`src/hdl/utf8_to_utf16_utf32_transcoder_assert.svh`:
```
// ----------------------------------------------------------------------------
// utf8 transcoder assertion macros
// immediate-cycle and next-cycle implication checks, reset-qualified
// ----------------------------------------------------------------------------
`ifndef UTF8_TO_UTF16_UTF32_TRANSCODER_ASSERT_SVH
`define UTF8_TO_UTF16_UTF32_TRANSCODER_ASSERT_SVH

// consequent must hold in the same cycle as the antecedent
`define U2U_ASSERT_NOW(lbl, clk, rst_n, ante, cons) \
  lbl: assert property (@(posedge clk) disable iff (!rst_n) (ante) |-> (cons)) \
    else $error("u2u assertion failed: same-cycle check");

// consequent must hold in the cycle after the antecedent
`define U2U_ASSERT_NEXT(lbl, clk, rst_n, ante, cons) \
  lbl: assert property (@(posedge clk) disable iff (!rst_n) (ante) |=> (cons)) \
    else $error("u2u assertion failed: next-cycle check");

`endif

```
`src/hdl/u2u_pkg.sv`:
```
// ----------------------------------------------------------------------------
// u2u_pkg
// shared types, constants and encode helpers for the utf8 transcoder
// ----------------------------------------------------------------------------
`timescale 1ns / 1ps

package u2u_pkg;

  localparam int JOB_DEPTH = 4;
  localparam int JOB_PTR_W = $clog2(JOB_DEPTH);
  localparam int JOB_CNT_W = $clog2(JOB_DEPTH + 1);

  localparam logic [15:0] SURR_HI_OFS = 16'hD7C0;
  localparam logic [5:0]  SURR_LO_TAG = 6'b110111;  // upper bits of 0xDC00

  typedef enum logic {
    FMT_UTF16 = 1'b0,
    FMT_UTF32 = 1'b1
  } out_fmt_t;

  typedef enum logic [1:0] {
    IDX_B0 = 2'd0,
    IDX_B1 = 2'd1,
    IDX_B2 = 2'd2,
    IDX_B3 = 2'd3
  } byte_idx_t;

  typedef struct packed {
    logic [7:0] in_byte;
    logic       end_of_stream;
  } in_item_t;

  typedef struct packed {
    logic [7:0] out_byte;
    logic       last_of_run;
    logic       bad_input;
    logic       stream_done;
  } out_item_t;

  // one decoded unit of work: up to four output bytes, low byte first
  typedef struct packed {
    logic [31:0] data;
    byte_idx_t   last_idx;
    logic        bad;
    logic        eos;
  } job_t;

  typedef struct packed {
    logic [1:0] bytes_left;
    logic       dropping;
  } front_stat_t;

  function automatic job_t err_job(input logic eos);
    job_t j;
    j.data     = 32'd0;
    j.last_idx = IDX_B0;
    j.bad      = 1'b1;
    j.eos      = eos;
    return j;
  endfunction

  function automatic job_t encode_cp(input logic [20:0] cp, input out_fmt_t fmt,
                                     input logic eos);
    job_t        j;
    logic [15:0] hi;
    logic [15:0] lo;
    hi     = {5'd0, cp[20:10]} + SURR_HI_OFS;
    lo     = {SURR_LO_TAG, cp[9:0]};
    j.bad  = 1'b0;
    j.eos  = eos;
    if (fmt == FMT_UTF32) begin
      j.data     = {11'd0, cp};
      j.last_idx = IDX_B3;
    end else if (cp[20:16] == 5'd0) begin
      j.data     = {16'd0, cp[15:0]};
      j.last_idx = IDX_B1;
    end else begin
      j.data     = {lo, hi};
      j.last_idx = IDX_B3;
    end
    return j;
  endfunction

endpackage

```
`src/hdl/utf8_to_utf16_utf32_transcoder.sv`:
```
// ----------------------------------------------------------------------------
// utf8_to_utf16_utf32_transcoder
// Converts a UTF-8 byte stream into UTF-16LE or UTF-32LE bytes, one output
// byte per transaction. A byte is taken in any cycle where the job queue has
// room, so input flows back to back; the output side then drains at one byte
// per cycle while pop is held, which sets the sustained rate: a completed
// code point gives 2 bytes in UTF-16 (4 for a surrogate pair) and 4 in UTF-32,
// lead and middle bytes of a sequence give none, and an error gives one. The
// first byte of a result goes through the job queue and the output register.
// Malformed or truncated input gives one error transaction (out_byte 0,
// bad_input 1) and the rest of the stream up to its end mark is discarded.
// The output format register should only be written while the block is idle.
// ----------------------------------------------------------------------------
`timescale 1ns / 1ps
`include "utf8_to_utf16_utf32_transcoder_assert.svh"

module utf8_to_utf16_utf32_transcoder (
  input  logic               clk,
  input  logic               rst_n,
  // input byte queue
  input  logic               push,
  output logic               full,
  input  u2u_pkg::in_item_t  in_item,
  // output byte queue
  output logic               empty,
  input  logic               pop,
  output u2u_pkg::out_item_t out_item,
  // format register write
  input  logic               cfg_valid,
  output logic               cfg_ready,
  input  logic               cfg_data
);
  import u2u_pkg::*;

  out_fmt_t    out_fmt_r, out_fmt_nxt;
  logic        in_accept;
  logic        front_job_valid;
  job_t        front_job;
  front_stat_t front_stat;
  logic        fifo_full;
  logic        fifo_valid;
  job_t        fifo_job;
  logic        back_done;

  // format register, always ready to take a write
  assign cfg_ready   = 1'b1;
  assign out_fmt_nxt = (cfg_valid && cfg_ready) ? out_fmt_t'(cfg_data) : out_fmt_r;

  always_ff @(posedge clk) begin
    if (!rst_n) begin
      out_fmt_r <= FMT_UTF16;
    end else begin
      out_fmt_r <= out_fmt_nxt;
    end
  end

  // input is back-pressured only by the job queue
  assign full      = fifo_full;
  assign in_accept = push && !fifo_full;

  // front: decode and classify each byte
  u2u_front u_front (
    .clk       (clk),
    .rst_n     (rst_n),
    .accept    (in_accept),
    .in_item   (in_item),
    .fmt       (out_fmt_r),
    .job_valid (front_job_valid),
    .job       (front_job),
    .stat      (front_stat)
  );

  // queue of finished code points and error marks
  u2u_fifo u_fifo (
    .clk      (clk),
    .rst_n    (rst_n),
    .wr_en    (front_job_valid),
    .wr_job   (front_job),
    .full     (fifo_full),
    .rd_en    (back_done),
    .rd_job   (fifo_job),
    .rd_valid (fifo_valid)
  );

  // back: one output byte per transaction through a registered stage
  u2u_back u_back (
    .clk       (clk),
    .rst_n     (rst_n),
    .job_valid (fifo_valid),
    .job       (fifo_job),
    .job_done  (back_done),
    .empty     (empty),
    .pop       (pop),
    .out_item  (out_item)
  );

  // error transactions always close their run and carry a zero byte
  `U2U_ASSERT_NOW(a_err_closes_run, clk, rst_n, !empty && out_item.bad_input, out_item.last_of_run && (out_item.out_byte == 8'd0))

  // end of stream only marks the last byte of a run
  `U2U_ASSERT_NOW(a_done_is_last, clk, rst_n, !empty && out_item.stream_done, out_item.last_of_run)

  // decoder never raises a job while the queue is full
  `U2U_ASSERT_NOW(a_no_job_when_full, clk, rst_n, front_job_valid, !fifo_full)

  // an end-of-stream byte leaves the decoder fully cleared
  `U2U_ASSERT_NEXT(a_eos_clears, clk, rst_n, in_accept && in_item.end_of_stream, (front_stat.bytes_left == 2'd0) && !front_stat.dropping)

endmodule

```
`src/hdl/u2u_front.sv`:
```
// ----------------------------------------------------------------------------
// u2u_front
// utf8 sequence decoder: classifies bytes, builds code points, raises jobs
// ----------------------------------------------------------------------------
`timescale 1ns / 1ps

module u2u_front (
  input  logic               clk,
  input  logic               rst_n,
  input  logic               accept,
  input  u2u_pkg::in_item_t  in_item,
  input  u2u_pkg::out_fmt_t  fmt,
  output logic               job_valid,
  output u2u_pkg::job_t      job,
  output u2u_pkg::front_stat_t stat
);
  import u2u_pkg::*;

  logic [1:0]  bytes_left_r, bytes_left_nxt;
  logic [20:0] acc_r, acc_nxt;
  logic        dropping_r, dropping_nxt;

  logic [7:0]  b;
  logic        eos;
  logic [20:0] acc_shift;
  logic [1:0]  bl_dec;
  logic        err;

  assign b         = in_item.in_byte;
  assign eos       = in_item.end_of_stream;
  assign acc_shift = {acc_r[14:0], b[5:0]};
  assign bl_dec    = bytes_left_r - 2'd1;

  always_comb begin
    bytes_left_nxt = bytes_left_r;
    acc_nxt        = acc_r;
    dropping_nxt   = dropping_r;
    job_valid      = 1'b0;
    job            = err_job(eos);
    err            = 1'b0;
    if (accept && !dropping_r) begin
      if (bytes_left_r == 2'd0) begin
        if (!b[7]) begin
          job_valid = 1'b1;
          job       = encode_cp({13'd0, b}, fmt, eos);
          acc_nxt   = 21'd0;
        end else if (b[7:5] == 3'b110) begin
          acc_nxt        = {16'd0, b[4:0]};
          bytes_left_nxt = 2'd1;
          err            = eos;
        end else if (b[7:4] == 4'b1110) begin
          acc_nxt        = {17'd0, b[3:0]};
          bytes_left_nxt = 2'd2;
          err            = eos;
        end else if (b[7:3] == 5'b11110) begin
          acc_nxt        = {18'd0, b[2:0]};
          bytes_left_nxt = 2'd3;
          err            = eos;
        end else begin
          err = 1'b1;  // lone continuation or five-plus leading ones
        end
      end else if (b[7:6] != 2'b10) begin
        err = 1'b1;
      end else begin
        acc_nxt        = acc_shift;
        bytes_left_nxt = bl_dec;
        if (bl_dec == 2'd0) begin
          job_valid = 1'b1;
          job       = encode_cp(acc_shift, fmt, eos);
          acc_nxt   = 21'd0;
        end else begin
          err = eos;  // sequence cut short by end of stream
        end
      end
      if (err) begin
        job_valid      = 1'b1;
        job            = err_job(eos);
        bytes_left_nxt = 2'd0;
        acc_nxt        = 21'd0;
        dropping_nxt   = 1'b1;
      end
    end
    if (accept && eos) begin
      bytes_left_nxt = 2'd0;
      acc_nxt        = 21'd0;
      dropping_nxt   = 1'b0;
    end
  end

  always_ff @(posedge clk) begin
    if (!rst_n) begin
      bytes_left_r <= 2'd0;
      acc_r        <= 21'd0;
      dropping_r   <= 1'b0;
    end else begin
      bytes_left_r <= bytes_left_nxt;
      acc_r        <= acc_nxt;
      dropping_r   <= dropping_nxt;
    end
  end

  assign stat.bytes_left = bytes_left_r;
  assign stat.dropping   = dropping_r;

endmodule

```
`src/hdl/u2u_fifo.sv`:
```
// ----------------------------------------------------------------------------
// u2u_fifo
// small job queue decoupling the decoder from the byte serialiser
// ----------------------------------------------------------------------------
`timescale 1ns / 1ps

module u2u_fifo (
  input  logic           clk,
  input  logic           rst_n,
  input  logic           wr_en,
  input  u2u_pkg::job_t  wr_job,
  output logic           full,
  input  logic           rd_en,
  output u2u_pkg::job_t  rd_job,
  output logic           rd_valid
);
  import u2u_pkg::*;

  job_t                 slot_r [JOB_DEPTH];
  logic [JOB_PTR_W-1:0] wr_ptr_r, wr_ptr_nxt;
  logic [JOB_PTR_W-1:0] rd_ptr_r, rd_ptr_nxt;
  logic [JOB_CNT_W-1:0] cnt_r, cnt_nxt;
  logic                 do_wr;
  logic                 do_rd;

  assign full     = (cnt_r == JOB_CNT_W'(JOB_DEPTH));
  assign rd_valid = (cnt_r != '0);
  assign do_wr    = wr_en && !full;
  assign do_rd    = rd_en && rd_valid;
  assign rd_job   = slot_r[rd_ptr_r];

  always_comb begin
    wr_ptr_nxt = do_wr ? wr_ptr_r + 1'b1 : wr_ptr_r;
    rd_ptr_nxt = do_rd ? rd_ptr_r + 1'b1 : rd_ptr_r;
    case ({do_wr, do_rd})
      2'b10:   cnt_nxt = cnt_r + 1'b1;
      2'b01:   cnt_nxt = cnt_r - 1'b1;
      default: cnt_nxt = cnt_r;
    endcase
  end

  always_ff @(posedge clk) begin
    if (!rst_n) begin
      wr_ptr_r <= '0;
      rd_ptr_r <= '0;
      cnt_r    <= '0;
    end else begin
      wr_ptr_r <= wr_ptr_nxt;
      rd_ptr_r <= rd_ptr_nxt;
      cnt_r    <= cnt_nxt;
    end
  end

  always_ff @(posedge clk) begin
    if (do_wr) begin
      slot_r[wr_ptr_r] <= wr_job;
    end
  end

endmodule

```
`src/hdl/u2u_back.sv`:
```
// ----------------------------------------------------------------------------
// u2u_back
// byte serialiser: walks each job's bytes into a registered output stage
// ----------------------------------------------------------------------------
`timescale 1ns / 1ps

module u2u_back (
  input  logic               clk,
  input  logic               rst_n,
  input  logic               job_valid,
  input  u2u_pkg::job_t      job,
  output logic               job_done,
  output logic               empty,
  input  logic               pop,
  output u2u_pkg::out_item_t out_item
);
  import u2u_pkg::*;

  byte_idx_t  idx_r, idx_nxt;
  logic       out_valid_r, out_valid_nxt;
  out_item_t  out_item_r, out_item_nxt;
  logic       load;
  logic       at_last;
  logic [7:0] sel_byte;

  assign empty    = !out_valid_r;
  assign out_item = out_item_r;
  assign load     = job_valid && (!out_valid_r || pop);
  assign at_last  = (idx_r == job.last_idx);
  assign job_done = load && at_last;

  always_comb begin
    case (idx_r)
      IDX_B0:  sel_byte = job.data[7:0];
      IDX_B1:  sel_byte = job.data[15:8];
      IDX_B2:  sel_byte = job.data[23:16];
      IDX_B3:  sel_byte = job.data[31:24];
      default: sel_byte = 8'd0;
    endcase
  end

  always_comb begin
    idx_nxt       = idx_r;
    out_valid_nxt = out_valid_r && !pop;
    out_item_nxt  = out_item_r;
    if (load) begin
      out_valid_nxt            = 1'b1;
      out_item_nxt.out_byte    = sel_byte;
      out_item_nxt.last_of_run = at_last;
      out_item_nxt.bad_input   = job.bad;
      out_item_nxt.stream_done = at_last && job.eos;
      idx_nxt                  = at_last ? IDX_B0 : byte_idx_t'(idx_r + 2'd1);
    end
  end

  always_ff @(posedge clk) begin
    if (!rst_n) begin
      idx_r       <= IDX_B0;
      out_valid_r <= 1'b0;
    end else begin
      idx_r       <= idx_nxt;
      out_valid_r <= out_valid_nxt;
    end
  end

  always_ff @(posedge clk) begin
    out_item_r <= out_item_nxt;
  end

endmodule

```
`config.mk`:
```
export PLATFORM = sky130hd
export DESIGN_NAME = utf8_to_utf16_utf32_transcoder
export DESIGN_NICKNAME = d
export VERILOG_FILES = /design/src/hdl/u2u_pkg.sv /design/src/hdl/utf8_to_utf16_utf32_transcoder.sv /design/src/hdl/u2u_front.sv /design/src/hdl/u2u_fifo.sv /design/src/hdl/u2u_back.sv
export VERILOG_INCLUDE_DIRS = /design/src /design/src/hdl
export SDC_FILE = /design/constraint.sdc
export NUM_CORES = 1
export LEC_CHECK = 0
export ABC_AREA = 1
export BUFFER_PORTS_ARGS = -buffer_cell sky130_fd_sc_hd__buf_2
export CORE_ASPECT_RATIO = 1.25
export CORE_UTILIZATION = 52
export DETAILED_ROUTE_END_ITERATION = 16
export GPL_ROUTABILITY_DRIVEN = 0
export PLACE_DENSITY = 0.75
export SKIP_CTS_REPAIR_TIMING = 1
export SYNTH_ARGS = -nofsm -noshare
export SYNTH_HDL_FRONTEND = slang
export SYNTH_SLANG_ARGS = --single-unit
```
`constraint.sdc`:
```
create_clock -name clk -period 7.03 [get_ports clk]
set_input_delay 1.406 -clock clk [delete_from_list [all_inputs] [get_ports clk]]
set_output_delay 1.406 -clock clk [all_outputs]
set_load 0.01 [all_outputs]
```
==> Yosys cells after proc, flatten, opt, wreduce, memory -nomap -nowiden <==
Memories as Yosys holds them, arrays and structs flattened. A register that Yosys moved wholly into a read port is not among the register bits.
Index checks and enable logic that the tools add are counted.
{ "classes": {"add_sub_neg": 7, "eq_ne": 15, "mux": 46, "bitwise": 1, "n_reduce_logical": 24} }
{ "ops": {"columns": ["operator", "n"], "rows": [
  ["36-bit 2-to-1 mux", 5],
  ["15-bit 2-to-1 mux", 8],
  ["34-bit 2-to-1 mux", 2],
  ["8-bit case mux with 4 select lines", 1],
  ["2-bit 2-to-1 mux", 11],
  ["1-bit 2-to-1 mux", 17],
  ["12-bit by 15-bit adder with 16-bit output (second input constant)", 1],
  ["11-bit 2-to-1 mux", 1],
  ["1-bit logical AND", 9],
  ["2-bit by 1-bit adder with 2-bit output (second input constant)", 3],
  ["2-bit equality test (second input constant)", 3],
  ["3-bit equality test (second input constant)", 2],
  ["2-bit zero test", 3],
  ["6-bit != test (second input constant)", 1],
  ["3-bit case mux with 2 select lines", 1],
  ["5-bit equality test (second input constant)", 1],
  ["5-bit zero test", 1],
  ["5-bit != test (second input constant)", 1],
  ["2-bit by 1-bit equality test with 1-bit output (second input constant)", 2],
  ["4-bit equality test (second input constant)", 1],
  ["1-bit zero test", 4],
  ["4-bit AND reduction", 1],
  ["3-bit by 1-bit adder with 3-bit output (second input constant)", 1],
  ["3-bit by 2-bit != test with 1-bit output (second input constant)", 1],
  ["12 further kinds", 12]
]} }
{ "word_totals": {"reg_bits": 40, "ram_bits": 144, "output_inout_bits": 14, "wordCells": 107, "memories": 1} }
{ "memory_table": {"columns": ["memory", "depth", "width", "rd", "rd_ports_with_merged_regs", "wr", "line_no", "source"], "rows": [
  ["u_fifo.slot_r", 4, 36, 1, 1, 1, "u2u_fifo.sv:19", "job_t slot_r [JOB_DEPTH];"]
]} }

==> Logic depth before layout (Yosys ltp) <==
{ "depth": {"ltp_word": 12, "ltp_mapped": 15, "mapped_depth_nobuf": 14} }

==> By module <==
Synthesis repeated with hierarchy kept, for this count alone.
{ "hier_totals": {"cells_unflattened": 786, "hier_area_um2": 8328.0} }
{ "by_module_without_submodules": {"columns": ["module", "instances", "cells_each", "area_each_um2", "seq_area_each_um2"], "rows": [
  ["u2u_fifo", 1, 417, 5865.6, 4504.3],
  ["u2u_front", 1, 265, 1601.5, 360.3],
  ["u2u_back", 1, 94, 800.8, 390.4],
  ["utf8_to_utf16_utf32_transcoder", 1, 10, 60.1, 20.0]
]} }

==> Worst setup path before layout <==
Ideal clock, no wire load.
{ "synth_path": {"kind": "input to register", "startpoint": "input in_item[8] in the netlist's numbering", "endpoint": "memory u_fifo.slot_r[0][0] in the netlist's numbering, enable pin", "setup_time_ns": 0.419, "arrival_time_ns": 3.454, "path_slack_ns": 3.157, "path_stages": 8, "path_buffers": 1, "path_cell_list": "buf_4 nand2_1 inv_2 nand2_1 nand4_1 nand3_2 nand2_2 nor2_1"} }
{ "synth_via": {"elab_chain_cells": 12, "word_cells_on_any_way": 19, "classes_between": "eq/ne: 4; mux: 14; reduce/logical: 1"} }
{ "synth_rtl": {"columns": ["element", "line_no", "source"], "rows": [
  ["start, declared", "utf8_to_utf16_utf32_transcoder.sv:23", "input u2u_pkg::in_item_t in_item,"],
  ["5-bit equality test", "u2u_front.sv:55", "end else if (b[7:3] == 5'b11110) begin"],
  ["1-bit 2-to-1 mux", "u2u_front.sv:55", null],
  ["1-bit 2-to-1 mux", "u2u_front.sv:51", "end else if (b[7:4] == 4'b1110) begin"],
  ["1-bit 2-to-1 mux", "u2u_front.sv:47", "end else if (b[7:5] == 3'b110) begin"],
  ["1-bit 2-to-1 mux", "u2u_front.sv:43", "if (!b[7]) begin"],
  ["1-bit 2-to-1 mux", "u2u_front.sv:42", "if (bytes_left_r == 2'd0) begin"],
  ["1-bit 2-to-1 mux", "u2u_front.sv:41", "if (accept && !dropping_r) begin"],
  ["1-bit 2-to-1 mux (*)", "u2u_front.sv:75", "if (err) begin"],
  ["1-bit 2-to-1 mux (*)", "u2u_front.sv:41", null],
  ["1-bit logical AND (*)", "u2u_fifo.sv:28", "assign do_wr = wr_en && !full;"],
  ["1-bit 2-to-1 mux (*)", "u2u_fifo.sv:55", "if (do_wr) begin"],
  ["1-bit 2-to-1 mux (not written as such) (*)", "u2u_fifo.sv:56", "slot_r[wr_ptr_r] <= wr_job;"],
  ["end, declared", "u2u_fifo.sv:19", null]
]} }
Every way passes the cells marked *; elsewhere a longest branch is shown, timed or not. The select of a mux whose other input is x is not followed.

==> Worst setup path in the final report <==
{ "layout_path": {"startpoint": "input pop", "endpoint": "register u_fifo.cnt_r[1]"} }
{ "layout_via": {"elab_chain_cells": 6, "word_cells_on_any_way": 8, "classes_between": "eq/ne: 2; mux: 1; reduce/logical: 5"} }
{ "layout_rtl": {"columns": ["element", "line_no", "source"], "rows": [
  ["start, declared", "utf8_to_utf16_utf32_transcoder.sv:26", "input logic pop,"],
  ["1-bit logical OR (*)", "u2u_back.sv:28", "assign load = job_valid && (!out_valid_r || pop);"],
  ["1-bit logical AND (*)", "u2u_back.sv:28", null],
  ["named net u_back.load", "u2u_back.sv:22", "logic load;"],
  ["1-bit logical AND (*)", "u2u_back.sv:30", "assign job_done = load && at_last;"],
  ["1-bit logical AND (*)", "u2u_fifo.sv:29", "assign do_rd = rd_en && rd_valid;"],
  ["named net u_fifo.do_rd", "u2u_fifo.sv:24", "logic do_rd;"],
  ["2-bit by 1-bit equality test with 1-bit output / 2-bit equality test (equally long branches)", "u2u_fifo.sv:35", "case ({do_wr, do_rd})"],
  ["3-bit case mux with 2 select lines (*)", "u2u_fifo.sv:35", null],
  ["named net u_fifo.cnt_nxt[1]", "u2u_fifo.sv:22", "logic [JOB_CNT_W-1:0] cnt_r, cnt_nxt;"],
  ["end signal, assigned", "u2u_fifo.sv:50", "cnt_r <= cnt_nxt;"],
  ["end, declared", "u2u_fifo.sv:22", null]
]} }
The timed path passes the listed nets; every way through them passes the cells marked *.
A chain may end at the register's enable or synchronous reset.

==> summary.md <==
| Metric | Value |
|---|---|
| Design Power | `2.875 mW` |
| Commonest cells after routing, fill and taps aside | `edfxtp_1, nor2_1, nand2_1` |
| Share of layout cells above drive strength 1 | `0.1541` |
| Vias | `roughly 5.3k` |
| PortBufs | `27` |
| Setup CP Type | `in -> reg` |
| CTS tree | `done` |
| Seq/Total Area, Yosys | `0.6292` |
| ANT nets after route | `0` |
| ANT cells | `0` |
| First-pass GRT wire length | `25.39 mm` |
| I/O pin total | `29` |
| Yosys cell types | `43` |
| Clock Tree Root | `clkbuf_16` |
| F_max | `a little over 300 MHz` |
| Synthesized cell area | `0.007430 mm^2` |
| Most common cell after layout, fill and taps aside | `edfxtp_1` |
| CP Capture Type | `register` |
| CP Cell Sequence | `buf_2 > nor2_1 > a31oi_2 > nand3_2 > inv_1 > ha_1 > fa_1 > o21ai_0 > a21oi_1` |
| Crit path launch type | `input pin` |
| Static Leak | `around 3 nW` |
| CTS buffer count | `17` |
| Hold Vio Cnt, Final | `0` |
| Core ar. | `0.01387 mm^2` |
| Vias in the first global route | `just over 5k` |
| Worst slew pin tran | `0.9762 ns` |
| CP max FO | `16` |
| Final Cycle Share | `0.4637` |
| Average size of a mapped cell | `10.30 um^2` |
| Outcome | `finished clean` |
| FF+latch count, synth | `~170` |
| Net count after synthesis | `approximately 750` |
| Family with the most delay on the worst path | `compound AO/OA/AOI/OAI gates` |
| RSZ-0062 raised after global routing | `no` |
| Die W | `108.9 um` |
| Clk sinks | `~170` |
| Clock Tree Buf Depth | `2` |
| Final Setup Violations | `0` |
| Yosys warns | `0` |
| Post-Syn Instances | `around 720` |
| Clk slew on worst S/H paths | `0.06 ns` |
| Pins Over Slew Limit | `0` |
| Drt first pass iters | `5` |
| Grt total ovfl | `0` |
| Area grow syn2layout | `11.38%` |
| Final #Nets | `767` |
| Fill cell count | `about 1.1k` |
| Power per cell area | `347.4 mW/mm^2` |
| Hold/Removal Path Class | `reg -> reg` |
| Mean number of vias per cell | `~5.7` |
| Slowest Stage Delay on Critical Path | `0.76 ns` |
| VDD IR max | `between 0.15 and 0.2 mV` |
| Drt total wl | `15.79 mm` |
| WP buf/inv | `2` |
| HPWL Detailed | `between 10 and 15 mm` |
| Slowest CP cell | `a31oi_2` |
| Number of flops mapped to enable cells by yosys | `approximately 140` |
| Initial antenna violation count | `0` |
| DR WL/cell | `17.02 um` |
| Max_cap viols | `0` |
| Height of the chip | `around 140 um` |
| Std-Cell Rows | `48` |
| Max Clock Skew | `approximately 0.013 ns` |
| GRT Resource Usage Total | `0.2317` |
| H-tree depth | `4` |
| Clk_lat worst skew | `between 0.4 and 0.5 ns` |
| DRC | `0` |
| Fin crit period | `3.260 ns` |
| Largest net degree at the start of global routing | `64` |
| Fraction of registers with async set or reset after synthesis | `0` |
| Slew margin rel. | `0.3471` |
| CP required | `7.33 ns` |
| Starting Density | `0.5355` |
| Primary FF master, synth | `edfxtp_1` |
| Arr. time, crit path | `around 3.6 ns` |
| Number of DRC markers in iteration 0 | `453` |
| Setup tns final | `0 ns` |
| Die area | `0.01477 mm^2` |
worst min-delay path, delay by kind of cell, from the launching register on:
family             cells  cell delay (ns)
and+or+nand+nor        1             0.06
DFF                    1             0.32
AOI/OAI and AO/OA      1             0.06
final cells by class:
| class | count | area (um^2) | area share |
|---|---|---|---|
| clock buffers | 21 | 440.4 | 0.05322 |
| clock inverters | 10 | 180.2 | 0.02177 |
| inverters | 66 | 252.7 | 0.03054 |
| multi-input cells | 456 | 2320 | 0.2803 |
| flip-flops and latches | 166 | 4676 | 0.5650 |
| well taps | 175 | 219.0 | 0.02646 |
| repair buffers | 34 | 187.7 | 0.02268 |
layer usage:
layer  global-route usage  up-vias  routed length (um)  part of all wire
met1               0.2857     2511                6087              0.39
met4               0.1059        0                 361             0.023
met5                    0        -                   0                 0
li1                     -     2500                   -                 -
met2               0.3882      246                8205              0.52
met3              0.04810       32                1137             0.072
through the flow:
| stage | cells | area, um^2 | setup WS [ns] | hold WS (ns) | util |
|---|---|---|---|---|---|
| after detailed placement | 897 | 7655 | 3.343 | 0.4810 | 0.5518 |
| after global routing | 928 | 8275 | 3.592 | 0.5154 | 0.5965 |
| after floorplan | 721 | 7430 | 3.157 | 0.4579 | - |
| after global placement | 897 | 7655 | 3.456 | 0.4805 | 0.5518 |
| final | 928 | 8275 | 3.770 | 0.4975 | 0.5965 |
| after CTS | 928 | 8275 | 3.748 | 0.4908 | 0.5965 |
power breakdown:
part / switching (mW) / internal, mW
logic: 0.469 / 0.188
registers: 0.0400 / 1.21
clock network: 0.347 / 0.626
logic make-up after synthesis:
kind of cell | synth area share
adder cells (fa/ha/maj) | 0.01954
buffers and inverters | 0.05995
XOR/XNOR | 0.003537
other | 0.0005047
AND/OR/NAND/NOR | 0.1908
flip-flops | 0.6292
AO/OA/AOI/OAI | 0.09650
path summary, 6_finish.rpt:
| path | startpoint | end | slack [ns] | cells after the start |
|---|---|---|---|---|
| max reg2reg | register | u_fifo.cnt_r[2] | 4.06 | 14 |
| min reg2reg | u_fifo.rd_ptr_r[1] | register | 0.50 | 2 |
| max | pop | u_fifo.cnt_r[1] | 3.77 | 9 |
| min | u_fifo.rd_ptr_r[1] | register | 0.50 | 2 |
registers in the layout, summed over array words and instances (netlist names), 2 cells and up, named ones only:
register              cells
u_fifo.slot_r           124
u_front.bytes_left_r      2
u_back.idx_r              2
u_fifo.rd_ptr_r           2
u_front.acc_r            15
u_fifo.wr_ptr_r           2
u_back.out_item          11
u_fifo.cnt_r              3
Yosys cell counts (2+ instances only):
library cell | n | area share
buf_2 | 13 | 0.0088
a21oi_1 | 27 | 0.018
ha_1 | 10 | 0.017
nand2_1 | 105 | 0.053
nor2_2 | 3 | 0.0025
inv_1 | 51 | 0.026
dfxtp_1 | 31 | 0.084
a31oi_1 | 6 | 0.0051
inv_2 | 12 | 0.0061
nor2_1 | 119 | 0.060
nor2_4 | 6 | 0.0091
nand4_1 | 3 | 0.0025
xor2_1 | 3 | 0.0035
nand3_2 | 3 | 0.0040
a21oi_2 | 3 | 0.0035
inv_4 | 2 | 0.0017
o21ai_0 | 68 | 0.046
clkbuf_1 | 9 | 0.0045
nand2_2 | 6 | 0.0051
nor3_1 | 3 | 0.0020
buf_4 | 8 | 0.0081
o22ai_1 | 16 | 0.013
nand3_1 | 50 | 0.034
buf_6 | 3 | 0.0045
edfxtp_1 | 135 | 0.55
nor3_2 | 9 | 0.012
No activity file was read; power rests on OpenSTA's default activity.
